## src/rtl/rbsi_div_cell.sv

```systemverilog
// ----------------------------------------------------------------------------
// rbsi_div_cell
// One restoring division step: shift in a dividend bit, subtract the divisor
// when it fits, and hand remainder, dividend/quotient word and sign onward.
// ----------------------------------------------------------------------------
module rbsi_div_cell #(
   parameter int C  = 32,
   parameter int NW = 49
) (
   input  logic          clock,
   input  logic          en,
   input  logic [C-1:0]  rem_i,
   input  logic [NW-1:0] acc_i,
   input  logic [C-1:0]  div_i,
   input  logic          neg_i,
   output logic [C-1:0]  rem_o,
   output logic [NW-1:0] acc_o,
   output logic [C-1:0]  div_o,
   output logic          neg_o
);
   logic [C:0]    trial;
   logic [C:0]    diff;
   logic          ge;
   logic [C-1:0]  rem_in, rem_ff;
   logic [NW-1:0] acc_in, acc_ff;
   logic [C-1:0]  div_ff;
   logic          neg_ff;

   always_comb begin
      trial  = {rem_i, acc_i[NW-1]};
      diff   = trial - {1'b0, div_i};
      ge     = ~diff[C];
      rem_in = ge ? diff[C-1:0] : trial[C-1:0];
      acc_in = {acc_i[NW-2:0], ge};
   end

   // advance only when the pipeline moves
   always_ff @(posedge clock) begin
      if (en) begin
         rem_ff <= rem_in;
         acc_ff <= acc_in;
         div_ff <= div_i;
         neg_ff <= neg_i;
      end
   end

   assign rem_o = rem_ff;
   assign acc_o = acc_ff;
   assign div_o = div_ff;
   assign neg_o = neg_ff;
endmodule

```

## config.mk

```make
export PLATFORM = sky130hd
export DESIGN_NAME = rbsi_div_cell
export DESIGN_NICKNAME = d
export VERILOG_FILES = /design/src/rtl/rbsi_div_cell.sv
export SDC_FILE = /design/constraint.sdc
export NUM_CORES = 1
export LEC_CHECK = 0
export BUFFER_PORTS_ARGS = -buffer_cell sky130_fd_sc_hd__buf_2
export CORE_ASPECT_RATIO = 0.9
export CORE_MARGIN = 2
export CORE_UTILIZATION = 49
export DETAILED_ROUTE_END_ITERATION = 10
export HOLD_SLACK_MARGIN = 0.15
export PLACE_DENSITY = 0.8
export RECOVER_POWER = 100
export SLEW_MARGIN = 10
export SYNTH_ARGS = -nofsm -noshare
export SYNTH_HDL_FRONTEND = slang
export SYNTH_SLANG_ARGS = --single-unit
```

## constraint.sdc

```tcl
create_clock -name clock -period 3.35 [get_ports clock]
set_clock_uncertainty 0.2 [all_clocks]
set_input_delay 0.1675 -clock clock [delete_from_list [all_inputs] [get_ports clock]]
set_output_delay 0.1675 -clock clock [all_outputs]
set_load 0.01 [all_outputs]
```

==> impl_metrics.json <==
{
  "hold_violations": 0,
  "cts_max_path_buffers": 2,
  "cp_max_fo": 8,
  "slew_violations": 0,
  "antenna_found_initial": 1,
  "overflow": 0,
  "synth_edf_count": 114,
  "dp_hpwl_mm": 11.2,
  "route.vias.total": 5326,
  "num_rows": 37,
  "clk_pin_slew_ns": 0.06,
  "fin_nets": 980,
  "drtIter0Drc": 586,
  "synth_top_cell_by_area": "edfxtp_1",
  "drv_cap": 0,
  "port_buffers": 229,
  "critPathCapture": "rem_o[21]$_DFFE_PP_",
  "grt_pass1_wl_mm": 26.6,
  "holdWs_ns": 0.265,
  "die_w_um": 119,
  "fp.dieArea_mm2": 0.0129,
  "wire_per_inst_um": 17.9,
  "syn_to_final_growth_pct": 49.8,
  "ys_seq_area_frac": 0.582,
  "slew_headroom": 0.0722,
  "p_leak_nw": 3.68,
  "path_class": "in2reg",
  "tritoncts": "yes",
  "yosysMostFrequentCell": "edfxtp_1",
  "routed_via_density": 5.32,
  "ys_ff_latch": 114,
  "synth_nets": 623,
  "synthArstFlopShare": 0,
  "cp-start-kind": "primary input",
  "report.final.setup_viol": 0,
  "syn-cell-area_mm2": 0.00588,
  "drtPass1Iterations": 5,
  "required_ns": 3.31,
  "start_util": 0.508,
  "synth_top_cell_area_share": 0.582,
  "powerDensity_mw_per_mm2": 517,
  "cp_common_cell": "inv_1",
  "ys_warn_count": 0,
  "irDropWorstVdd_v": 0.000352,
  "clock-sinks": 114,
  "grt_max_degree": 60,
  "synthFlopType": "edfxtp_1",
  "synth_area_per_cell_um2": 12.4,
  "status": "finished clean",
  "final_area_mm2": 0.00881,
  "placed_area_mm2": 0.00723,
  "die_y_um": 108,
  "synthTopCellsByArea": "edfxtp_1 58%, ha_1 6.8%, mux2_4 4.6%, a21oi_1 2.9%, nand2_1 2.8%",
  "ant_nets": 0,
  "crit_chain": "dlygate4sd3_1, buf_2, inv_1, ha_2, a21oi_2, inv_1, a221o_1, a211o_1, o211ai_1, o211ai_4, inv_4, buf_12, mux2_4",
  "drc": 0,
  "yosys-top-cells-count": "114 x edfxtp_1, 44 x nand2_1, 41 x inv_1",
  "max_freq_ghz": 0.310,
  "cp_slowest_cell": "dlygate4sd3_1",
  "tightest_slew_ns": 1.39,
  "period_needed_ns": 3.23,
  "grt_usage": 0.271,
  "critPathArrivalTime_ns": 3.19,
  "startpoint": "div_i[18]",
  "hold_path_class": "in2reg",
  "finalCritPeriodShare": 0.964,
  "crit_path_max_incr_delay_ns": 0.57,
  "root_buffer": "clkbuf_16",
  "routed_wl_mm": 17.9,
  "synth_cell_types": 49,
  "drive_gt1_frac": 0.180,
  "postLayoutCoreUtil": 0.761,
  "boundaryPins": 230,
  "cts-buffers-inserted": 17,
  "gp_congestion": 0.946,
  "htree_levels": 4,
  "grt_pass1_vias": 5321,
  "end_kind": "register",
  "coreArea_mm2": 0.0116,
  "syn_inst": 474
}
## sequential cells by signal, summed over array words and instances, names as in the netlist
name / cells
rem_o: 32
acc_o: 49
neg_o: 1
div_o: 32
## per-layer routing
metal	vias up	share of wire	track usage
met2	291	0.51	0.489
met1	2486	0.38	0.305
met4	0	0.039	0.124
met3	65	0.069	0.0641
met5	-	0	0
li1	2484	-	-
## cells by family after synthesis
kind of cell / count (synthesis) / share of synthesized area
fa+ha+maj: 33 / 0.0715
simple gates: 108 / 0.0881
mux: 18 / 0.0460
xor+xnor: 24 / 0.0358
buf+inv: 57 / 0.0404
compound gates: 120 / 0.136
flops: 114 / 0.582
## worst max-delay path: cells and delay by family
kind | cells | cell delay, ns
AOI/OAI and AO/OA | 5 | 1.26
adders and majority gates | 1 | 0.32
buffers and inverters | 6 | 1.12
muxes | 1 | 0.32
## cell type report
| class | instances | area (um^2) |
|---|---|---|
| flip-flops and latches | 114 | 3420 |
| fillers | 800 | 2770 |
| multi-input cells | 303 | 2250 |
| repair buffers | 353 | 2210 |
| clock buffers | 18 | 429 |
| well taps | 156 | 195 |
| inverters | 42 | 160 |
| clock inverters | 14 | 139 |
| diodes | 1 | 2.50 |
## worst min-delay path by stage
stage | from | end | cells past startpoint | slack [ns]
after floorplan | acc_i[9] | acc_o[10]$_DFFE_PP_ | 0 | 0.07
after global placement | acc_i[7] | acc_o[8]$_DFFE_PP_ | 1 | 0.14
after detailed placement | acc_i[37] | acc_o[38]$_DFFE_PP_ | 1 | 0.15
after CTS | acc_i[37] | acc_o[38]$_DFFE_PP_ | 2 | 0.25
after global routing | acc_i[13] | acc_o[14]$_DFFE_PP_ | 2 | 0.25
final | acc_i[4] | acc_o[5]$_DFFE_PP_ | 2 | 0.26
## metrics by stage
step                      TNS (ns)  power, mW  std cells  worst slack [ns]
after floorplan                  0       2.35        474             0.467
after global placement           0       2.69        852             0.266
after detailed placement         0       2.71        852             0.182
after CTS                        0       4.54        998            0.0611
after global routing       -0.0269       4.72       1001          -0.00625
final                            0       4.56       1001             0.120
## report_power, final
group | switching (mW) | internal (mW)
Sequential | 0.0464 | 1.75
Clock | 0.654 | 1.09
Combinational | 0.553 | 0.461
Total | 1.25 | 3.30
## cells in the final DEF, fill, tap and decap left out, types with 6 or more instances in the layout
cell	count
a21o_1	15
a21oi_1	31
and3_1	6
buf_2	81
buf_4	7
clkbuf_1	147
clkbuf_16	18
dlygate4sd3_1	114
edfxtp_1	114
ha_1	30
inv_1	41
mux2_4	18
nand2_1	44
nand3_1	11
nand4_1	7
nor2_1	16
o211ai_1	8
o21a_1	6
o21ai_0	24
xnor2_1	14
xor2_1	10
## timing repair
action | CTS | global route
resized for setup | 0 | 8
hold buffers | 114 | 0
setup buffers | 0 | 1
endpoints found under the setup margin | 0 | 21
hold endpoints to repair | 171 | 0
Power figures use the tool's default switching activity.
