[src/rtl/rbsi_pkg.sv]
// ----------------------------------------------------------------------------
// rbsi_pkg
// Shared types and constants of the ray versus box slab test.
// ----------------------------------------------------------------------------
package rbsi_pkg;

   // Width of the reported distance, Q15.16 unsigned.
   localparam int DIST_W = 31;

   // Register index width and register map.
   localparam int CSR_ADDR_W = 3;
   typedef enum logic [CSR_ADDR_W-1:0] {
      REG_BOX_MIN_X = 3'd0,
      REG_BOX_MIN_Y = 3'd1,
      REG_BOX_MIN_Z = 3'd2,
      REG_BOX_MAX_X = 3'd3,
      REG_BOX_MAX_Y = 3'd4,
      REG_BOX_MAX_Z = 3'd5,
      REG_MAX_DIST  = 3'd6
   } csr_reg_type;

   // Reset value of the distance limit: 1000.0 in Q15.16.
   localparam logic [DIST_W-1:0] MAX_DIST_RST = 31'd65536000;

   // Per-axis flags carried alongside the divider chain.
   typedef struct packed {
      logic dzero;   // direction component is zero, ray parallel to slab
      logic pin;     // origin lies within the slab, boundary included
   } axis_flag_type;

endpackage

[src/rtl/rbsi_slab_sort.sv]
// ----------------------------------------------------------------------------
// rbsi_slab_sort
// Sign and saturate the two slab quotients of one axis and put them in order.
// ----------------------------------------------------------------------------
module rbsi_slab_sort #(
   parameter int C  = 32,
   parameter int NW = 49
) (
   input  logic                    clock,
   input  logic                    en,
   input  logic [NW-1:0]           qa_i,
   input  logic                    nega_i,
   input  logic [NW-1:0]           qb_i,
   input  logic                    negb_i,
   input  rbsi_pkg::axis_flag_type flg_i,
   output logic signed [C-1:0]     near_o,
   output logic signed [C-1:0]     far_o,
   output logic                    miss_o
);
   import rbsi_pkg::*;

   localparam logic [NW-1:0] HALF = NW'(1) << (C-1);
   localparam logic signed [C-1:0] T_HI = {1'b0, {(C-1){1'b1}}};
   localparam logic signed [C-1:0] T_LO = {1'b1, {(C-1){1'b0}}};

   logic signed [C-1:0] ta, tb;
   logic signed [C-1:0] near_in, near_ff, far_in, far_ff;
   logic                miss_in, miss_ff;

   always_comb begin
      if (nega_i) begin
         ta = (qa_i > HALF) ? T_LO : -$signed(qa_i[C-1:0]);
      end else begin
         ta = (qa_i >= HALF) ? T_HI : $signed(qa_i[C-1:0]);
      end
      if (negb_i) begin
         tb = (qb_i > HALF) ? T_LO : -$signed(qb_i[C-1:0]);
      end else begin
         tb = (qb_i >= HALF) ? T_HI : $signed(qb_i[C-1:0]);
      end
      if (flg_i.dzero) begin
         near_in = T_LO;
         far_in  = T_HI;
         miss_in = ~flg_i.pin;
      end else begin
         near_in = (ta > tb) ? tb : ta;
         far_in  = (ta > tb) ? ta : tb;
         miss_in = 1'b0;
      end
   end

   always_ff @(posedge clock) begin
      if (en) begin
         near_ff <= near_in;
         far_ff  <= far_in;
         miss_ff <= miss_in;
      end
   end

   assign near_o = near_ff;
   assign far_o  = far_ff;
   assign miss_o = miss_ff;
endmodule

[config.mk]
export PLATFORM = sky130hd
export DESIGN_NAME = rbsi_slab_sort
export DESIGN_NICKNAME = d
export VERILOG_FILES = /design/src/rtl/rbsi_pkg.sv /design/src/rtl/rbsi_slab_sort.sv
export SDC_FILE = /design/constraint.sdc
export NUM_CORES = 1
export LEC_CHECK = 0
export ABC_CLOCK_PERIOD_IN_PS = 8780
export BUFFER_PORTS_ARGS = -buffer_cell sky130_fd_sc_hd__buf_4
export CAP_MARGIN = 40
export CORE_MARGIN = 2
export CORE_UTILIZATION = 30
export DETAILED_ROUTE_END_ITERATION = 16
export GPL_TIMING_DRIVEN = 0
export SLEW_MARGIN = 0
export SYNTH_ARGS = -nofsm -noshare
export SYNTH_HDL_FRONTEND = slang
export SYNTH_SLANG_ARGS = --single-unit
[constraint.sdc]
create_clock -name clock -period 8.78 [get_ports clock]
set_input_delay 0.439 -clock clock [delete_from_list [all_inputs] [get_ports clock]]
set_output_delay 0.439 -clock clock [all_outputs]
set_load 0.05 [all_outputs]
==> flow_summary.yaml, run 1 <==
outcome:
  status: "finished, final reports clean"
cts:
  cts_resized: 0
  cts_buffer_depth: 2
  cts_tree: "yes"
  cts_root_buf: "clkbuf_16"
  cts_buffers: 9
  htree_num_levels: 3
  post_cts_buffers: 0
  cts_hold_buf: 0
  clk_pin_slew_ns: 0.05
  clock_sinks: 65
yosys:
  yosysUniqueCellTypes: 69
  seq_area_frac_synth_pct: 30.65
  synth_edf_count: 65
  syn_nets: 888
  ys_warn_count: 0
  syn_area_mm2: 0.006369
  syn_avg_cell_area_um2: 8.491
  async_flop_share_pct: 0
  netlist_instances: 750
  synthFlopType: "edfxtp_1"
  ys_ff_latch: 65
floorplan:
  initial_core_util_pct: 30.39
  die_area_mm2: 0.02241
  io_pins: 169
  rows: 53
  core_area_mm2: 0.02096
  die_w_um: 149.7
  fp.dieH_um: 149.7
drt:
  dr_total_vias: 7250
  avgViaCountPerCell: 5.997
  first_pass_iters: 6
  ant_nets: 0
  drtIter0Drc: 864
  drc: 0
  wl_per_cell_um: 21.18
  wl_um: 25600
pwr:
  p_leak_nw: 2.954
  peakVddDrop_mv: 0.08422
  power_mw: 1.249
  power.density_mw_per_mm2: 151.2
layout:
  ff_latch_area_mm2: 0.001952
  nets: 1067
  nFillCells: 2207
  n_antenna_cell: 0
  final_common_cell: "buf_4"
  area_delta_synth_final_pct: 29.71
  layout_common_cells: "buf_4 (165), edfxtp_1 (65), a21oi_1 (57)"
  drive_above_1_share_pct: 25.37
  multiInputGateArea_mm2: 0.004031
  final_cells: 1209
sta:
  rsz0062_at_grt: "false"
  timing.setup.tns_ns: 0
  worstMarginPinSlew_ns: 0.8729
  max_freq_mhz: 155.9
  setup_viol: 0
  period_share_pct: 73.08
  drv_slew: 0
  finalCriticalPeriod_ns: 6.416
  final-hold-violation-count: 0
  max_slew_margin_pct: 41.81
grt:
  antenna_found_initial: 0
  gr-total-overflow: 0
  grtUsageTotal_pct: 22.30
  grt_pass1_wl_um: 38180
  grt_max_degree: 66
  grt_pass1_vias: 6647
setup_path:
  crit_required_ns: 8.81
  cp_max_fo: 10
  crit_arrival_ns: 6.44
  cp_top_family: "compound AO/OA/AOI/OAI gates"
  critPathLaunch: "qb_i[1]"
  critPathSlowestCell: "a2111oi_2"
  critical_path_class: "input port to flip-flop"
  worstSetupEndpointType: "flip-flop"
  path_buf_inv: 5
  slowest_delay_ns: 0.57
  cp_cell_sequence: "buf_4 -> inv_1 -> ha_1 -> nor3b_1 -> nand4_1 -> o31ai_4 -> a21oi_2 -> clkbuf_1 -> a311oi_1 -> inv_1 -> ha_1 -> a21oi_1 -> o21ai_0 -> a221o_1 -> a2111oi_2 -> a21oi_1 -> nor2_2 -> buf_2 -> o31ai_1"
  worst-path-stages: 19
  start_kind: "input port"
placed_design:
  portBuffers: 165
  gp_congestion: 0.9508
  dp_hpwl_um: 19750
  placedCellCount: 1193
worst_hold_path:
  hold_depth: 2
  holdCritStartpoint: "flg_i[0]"
  hold_class: "input port to flip-flop"
job:
  cap_violations: 0
==> power by group <==
group | internal, mW | total (mW) | switching (mW)
clock | 0.219 | 0.355 | 0.136
sequential | 0.389 | 0.404 | 0.0155
combinational | 0.152 | 0.489 | 0.337
==> metrics by stage <==
step | cell area [um^2] | utilization (%) | worst slack [ns] | hold slack, ns
final | 8260 | 39.42 | 2.364 | 0.3782
after global routing | 8260 | 39.42 | 2.004 | 0.3692
after CTS | 8260 | 39.42 | 2.603 | 0.3754
after detailed placement | 7965 | 38.01 | 2.270 | 0.7244
after global placement | 7951 | 37.94 | 2.239 | 0.7207
after floorplan | 6369 | - | 4.059 | 0.5515
==> flip-flops by register name, summed over array words and instances (netlist names) <==
register  cells
near_o       32
miss_o        1
far_o        32
==> synthesized netlist by cell type (4+ instances only) <==
| cell | instances | area (um^2) |
|---|---|---|
| or3_1 | 12 | 75.07 |
| a31o_2 | 7 | 61.31 |
| o31ai_1 | 12 | 90.09 |
| a311oi_1 | 15 | 131.4 |
| nand3_1 | 39 | 195.2 |
| o21ai_0 | 21 | 105.1 |
| xnor2_1 | 4 | 35.03 |
| a21o_1 | 10 | 75.07 |
| o211ai_1 | 13 | 97.59 |
| a31oi_1 | 30 | 187.7 |
| a21oi_1 | 57 | 285.3 |
| nor4_1 | 30 | 187.7 |
| mux2_2 | 4 | 45.04 |
| a211o_1 | 4 | 35.03 |
| nor3_1 | 28 | 140.1 |
| o41ai_1 | 6 | 52.55 |
| edfxtp_1 | 65 | 1952 |
| nor4_2 | 4 | 50.05 |
| ha_1 | 34 | 425.4 |
| and4_1 | 4 | 35.03 |
| a211oi_1 | 37 | 277.8 |
| nor2_1 | 38 | 142.6 |
| inv_1 | 32 | 120.1 |
| nand2_1 | 43 | 161.4 |
| buf_2 | 11 | 55.05 |
| a211oi_2 | 11 | 137.6 |
| nor2b_1 | 4 | 25.02 |
| clkbuf_1 | 49 | 183.9 |
| or4_1 | 17 | 127.6 |
| nand2b_1 | 7 | 43.79 |
| nand4_1 | 36 | 225.2 |
| o311ai_0 | 7 | 61.31 |
==> routing by layer <==
| layer | up-vias | track usage [%] | part of all wire [%] | routed length [um] |
|---|---|---|---|---|
| met2 | 355 | 34.70 | 45 | 11580 |
| li1 | 3411 | - | - | - |
| met3 | 56 | 3.720 | 7.5 | 1921 |
| met4 | 0 | 8.160 | 3.4 | 880 |
| met5 | - | 0 | 0 | 0 |
| met1 | 3428 | 31.10 | 44 | 11220 |
==> area by class of cell <==
cell class	count	area share, %
multi-input combinational	588	48.80
sequential	65	23.63
timing repair buffer	168	15.16
tap	275	4.165
buffer	64	3.166
clock buffer	9	2.726
inverter	33	1.500
clock inverter	7	0.8482
==> worst paths after layout <==
check                        to  slack (ns)
worst min-delay path     miss_o        0.38
worst max-delay path  near_o[4]        2.36
==> cells by family after synthesis <==
group	count (synthesis)	share of synthesized area, %
adders and majority gates	34	6.680
buffers and inverters	97	6.051
muxes	7	1.179
AOI/OAI and AO/OA	262	30.39
xor gates and xnor gates	6	0.8251
and+or+nand+nor	279	24.22
DFF	65	30.65
(Power assumes the default switching activity.)
==> run 2: changes to the inputs <==
- ABC_CLOCK_PERIOD_IN_PS: 8780 -> 6300
- clock period: 8.78 -> 6.3 ns (I/O delays scaled with it)
==> run 2 against run 1 <==
  * Final cell count stayed put
  * Critical path depth is 1 higher
  * First-iteration DRC count is 0.35% higher
  * Highest routed layer unchanged
  * Global-route usage stayed put
  * Largest cell class unchanged
==> flow_summary.yaml, run 2 (synthesis results as in run 1) <==
grt:
  grt_pass1_vias: 6647
  gr-total-overflow: 0
  antenna_found_initial: 0
  grt_pass1_wl_um: 38180
  grtUsageTotal_pct: 22.30
  grt_max_degree: 66
setup_path:
  crit_required_ns: 6.37
  crit_arrival_ns: 5.95
  slowest_delay_ns: 0.62
  critPathSlowestCell: "a2111oi_2"
  critPathLaunch: "qb_i[1]"
  start_kind: "input port"
  worstSetupEndpointType: "flip-flop"
  cp_cell_sequence: "buf_4 -> inv_1 -> ha_1 -> nor3b_2 -> nand4_1 -> o31ai_4 -> a21oi_2 -> clkbuf_1 -> a311oi_1 -> inv_1 -> ha_1 -> a21oi_1 -> o21ai_0 -> a221o_1 -> a2111oi_2 -> a21o_1 -> buf_2 -> clkbuf_1 -> nand4_1 -> o31ai_1"
  cp_max_fo: 10
  critical_path_class: "input port to flip-flop"
sta:
  max_slew_margin_pct: 42.48
  period_share_pct: 93.33
  timing.setup.tns_ns: 0
  worstMarginPinSlew_ns: 0.8520
  drv_slew: 0
  setup_viol: 0
  max_freq_mhz: 170.1
  final-hold-violation-count: 0
  finalCriticalPeriod_ns: 5.880
  rsz0062_at_grt: "false"
cts:
  clk_pin_slew_ns: 0.05
  htree_num_levels: 3
  cts_resized: 0
  cts_root_buf: "clkbuf_16"
  cts_hold_buf: 0
  post_cts_buffers: 0
  cts_tree: "yes"
  cts_buffers: 9
  clock_sinks: 65
  cts_buffer_depth: 2
worst_hold_path:
  hold_class: "input port to flip-flop"
  holdCritStartpoint: "flg_i[0]"
pwr:
  power.density_mw_per_mm2: 210.4
  p_leak_nw: 2.957
  peakVddDrop_mv: 0.1173
  power_mw: 1.741
layout:
  n_antenna_cell: 0
  nets: 1067
  final_common_cell: "buf_4"
  drive_above_1_share_pct: 25.59
  fin_area_mm2: 0.008274
  nFillCells: 2206
  area_delta_synth_final_pct: 29.92
  layout_common_cells: "buf_4 (165), edfxtp_1 (65), a21oi_1 (56)"
floorplan:
  fp.dieH_um: 149.7
  rows: 53
  die_w_um: 149.7
  initial_core_util_pct: 30.39
  die_area_mm2: 0.02241
  core_area_mm2: 0.02096
  io_pins: 169
placed_design:
  placed_area_mm2: 0.007965
  gp_congestion: 0.9508
  dp_hpwl_um: 19750
  portBuffers: 165
drt:
  drtIter0Drc: 867
  wl_per_cell_um: 21.09
  wl_um: 25500
  ant_nets: 0
  drc: 0
  dr_total_vias: 7229
  first_pass_iters: 6
  avgViaCountPerCell: 5.979
outcome:
  status: "finished, final reports clean"
job:
  cap_violations: 0
## run 2: changes by cell type in the layout (fill, tap and decap cells not counted)
cell     before  now
a21oi_1      57   56
nor3b_2       0    1
a21oi_2       2    3
nor3b_1       1    0
nor2_4        0    1
nor2_2        1    0
## run 2: final cells by class
type | instances | area [um^2] | area share [%]
inverter | 33 | 123.9 | 1.497
multi-input combinational | 588 | 4045 | 48.89
timing repair buffer | 168 | 1252 | 15.14
sequential | 65 | 1952 | 23.59
clock buffer | 9 | 225.2 | 2.722
buffer | 64 | 261.5 | 3.160
tap | 275 | 344.1 | 4.158
clock inverter | 7 | 70.07 | 0.8468
## run 2: report_power, final
group          total [mW]  switching [mW]  internal [mW]
Sequential          0.563          0.0215          0.542
Combinational       0.683           0.471          0.212
Clock               0.495           0.190          0.305
Total                1.74           0.682           1.06
## run 2: final timing paths
path	depth (start not counted)	slack, ns	end
setup / recovery	20	0.42	near_o[4]
hold / removal	2	0.25	miss_o
## run 2: layer usage
metal,up-vias,global-route usage (%),wire (um)
li1,3411,-,-
met1,3425,31.10,11010
met2,344,34.70,11630
met3,49,3.720,2027
met4,0,8.160,836
met5,-,0,0
## run 2: through the flow
stage               std cells  hold slack (ns)  setup WS [ns]  util, %
floorplan                 750           0.4275          1.703        -
detailed placement       1193           0.6004       -0.08583    38.01
finish                   1209           0.2541         0.4201    39.49
CTS                      1209           0.2514         0.2466    39.42
global placement         1190           0.5967        -0.1172    37.94
global route             1209           0.2452        0.02418    39.49
## run 2: critical path: cells and delay by family
family,cells,cell delay (ns)
and+or+nand+nor,3,0.85
buffers and inverters,6,1.39
adders and majority gates,2,0.51
AOI/OAI and AO/OA,9,2.88
==> run 3: changes to the inputs <==
- RECOVER_POWER: not set -> 50
==> run 3 against run 2 <==
  * Sequential power about the same
  * Global-route usage unchanged
  * The run now ends with max-capacitance violations, max-slew violations left
  * Critical endpoint unchanged
  * Clock-buffer cell count unchanged
  * Core utilization down 0.57 points
  * Via count about the same
==> flow_summary.yaml, run 3 (synthesis results as in run 1) <==
cts:
  post_cts_buffers: 0
  cts_root_buf: "clkbuf_16"
  clk_pin_slew_ns: 0.05
  htree_num_levels: 3
  cts_buffer_depth: 2
  cts_tree: "yes"
  cts_buffers: 9
  clock_sinks: 65
  cts_hold_buf: 0
  cts_resized: 0
layout:
  area_delta_synth_final_pct: 28.04
  drive_above_1_share_pct: 22.06
  final_common_cell: "buf_4"
  fin_util_pct: 38.91
  layout_common_cells: "buf_4 (133), clkbuf_1 (81), edfxtp_1 (65)"
  nets: 1067
  n_antenna_cell: 0
  final_cells: 1209
worst_hold_path:
  hold_class: "input port to flip-flop"
  holdCritStartpoint: "flg_i[0]"
  hold_path_end: "miss_o"
  hold_depth: 2
outcome:
  violations: "max-capacitance violations, max-slew violations"
  status: "finished, violations left"
drt:
  dr_total_vias: 7226
  drc: 0
  drtIter0Drc: 817
  wl_per_cell_um: 21.13
  ant_nets: 0
  avgViaCountPerCell: 5.977
  wl_um: 25540
  first_pass_iters: 6
setup_path:
  crit_required_ns: 6.36
  worstSetupEndpointType: "flip-flop"
  cp_max_fo: 10
  critical_path_class: "input port to flip-flop"
  crit_arrival_ns: 5.96
  critPathLaunch: "qb_i[1]"
  start_kind: "input port"
pwr:
  power.density_mw_per_mm2: 211.3
  peakVddDrop_mv: 0.1176
  p_leak_nw: 2.842
floorplan:
  core_area_mm2: 0.02096
  rows: 53
  initial_core_util_pct: 30.39
  io_pins: 169
  die_area_mm2: 0.02241
  fp.dieH_um: 149.7
  die_w_um: 149.7
placed_design:
  placedCellCount: 1193
  gp_congestion: 0.9508
  portBuffers: 165
  dp_hpwl_um: 19750
sta:
  period_share_pct: 93.66
  max_slew_margin_pct: -124.9
  worstMarginPinSlew_ns: 3.374
  max_freq_mhz: 169.5
  setup_viol: 0
  rsz0062_at_grt: "false"
  finalCriticalPeriod_ns: 5.900
  final-hold-violation-count: 0
  drv_slew: 66
grt:
  grt_pass1_vias: 6647
  antenna_found_initial: 0
  grt_pass1_wl_um: 38180
  grtUsageTotal_pct: 22.30
  gr-total-overflow: 0
  grt_max_degree: 66
job:
  cap_violations: 1
==> run 3: changes by cell type in the layout (fill, tap and decap cells not counted), sizes merged <==
cell,previous run,this run
buf,183,151
clkbuf,58,90
==> run 3: per-stage QoR <==
| stage | setup TNS [ns] | setup WS (ns) | hold slack, ns | instance area [um^2] | power (mW) |
|---|---|---|---|---|---|
| 4_1_cts | 0 | 0.2466 | 0.2514 | 8260 | 1.734 |
| 3_5_place_dp | -1.122 | -0.08583 | 0.6004 | 7965 | 1.239 |
| 2_1_floorplan | 0 | 1.703 | 0.4275 | 6369 | 0.9754 |
| 5_1_grt | 0 | 0.02423 | 0.2452 | 8154 | 1.792 |
| 6_report | 0 | 0.3995 | 0.2555 | 8154 | 1.723 |
| 3_3_place_gp | -2.486 | -0.1172 | 0.5967 | 7951 | 1.239 |
==> run 3: final cells by class <==
type                    count  area, um^2
plain buffers              64       261.5
clock buffers               9       225.2
clock inverters             7       70.07
fillers                  2248       12800
inverters                  33       123.9
multi-input cells         588        4045
flip-flops and latches     65        1952
well taps                 275       344.1
repair buffers            168        1132
==> run 3: worst max-delay path by stage <==
| stage | endpoint | depth (start not counted) |
|---|---|---|
| 4_1_cts | near_o[4] | 19 |
| 3_3_place_gp | near_o[4] | 19 |
| 6_report | near_o[4] | 20 |
| 3_5_place_dp | near_o[4] | 19 |
| 5_1_grt | near_o[4] | 20 |
| 2_1_floorplan | near_o[10] | 19 |
==> run 3: layer usage <==
metal | global-route usage, % | wire length (um) | vias up
met5 | 0 | 0 | -
met4 | 8.160 | 844 | 0
met3 | 3.720 | 1736 | 49
met2 | 34.70 | 11640 | 311
met1 | 31.10 | 11330 | 3453
li1 | - | - | 3413
==> run 3: report_power, final <==
group | total, mW | internal (mW) | switching [mW]
sequential | 0.565 | 0.543 | 0.0211
combinational | 0.663 | 0.192 | 0.471
clock | 0.496 | 0.305 | 0.191
total | 1.72 | 1.04 | 0.682
==> run 3: critical path, cell delays in order <==
cell and delay, ns:
buf_4 0.12, inv_1 0.08, ha_1 0.20, nor3b_2 0.33, nand4_1 0.36, o31ai_4 0.44, a21oi_2 0.23, clkbuf_1 0.30
a311oi_1 0.51, inv_1 0.14, ha_1 0.31, a21oi_1 0.12, o21ai_0 0.12, a221o_1 0.41, a2111oi_2 0.61, a21o_1 0.24
buf_2 0.26, clkbuf_1 0.49, nand4_1 0.17, o31ai_1 0.19
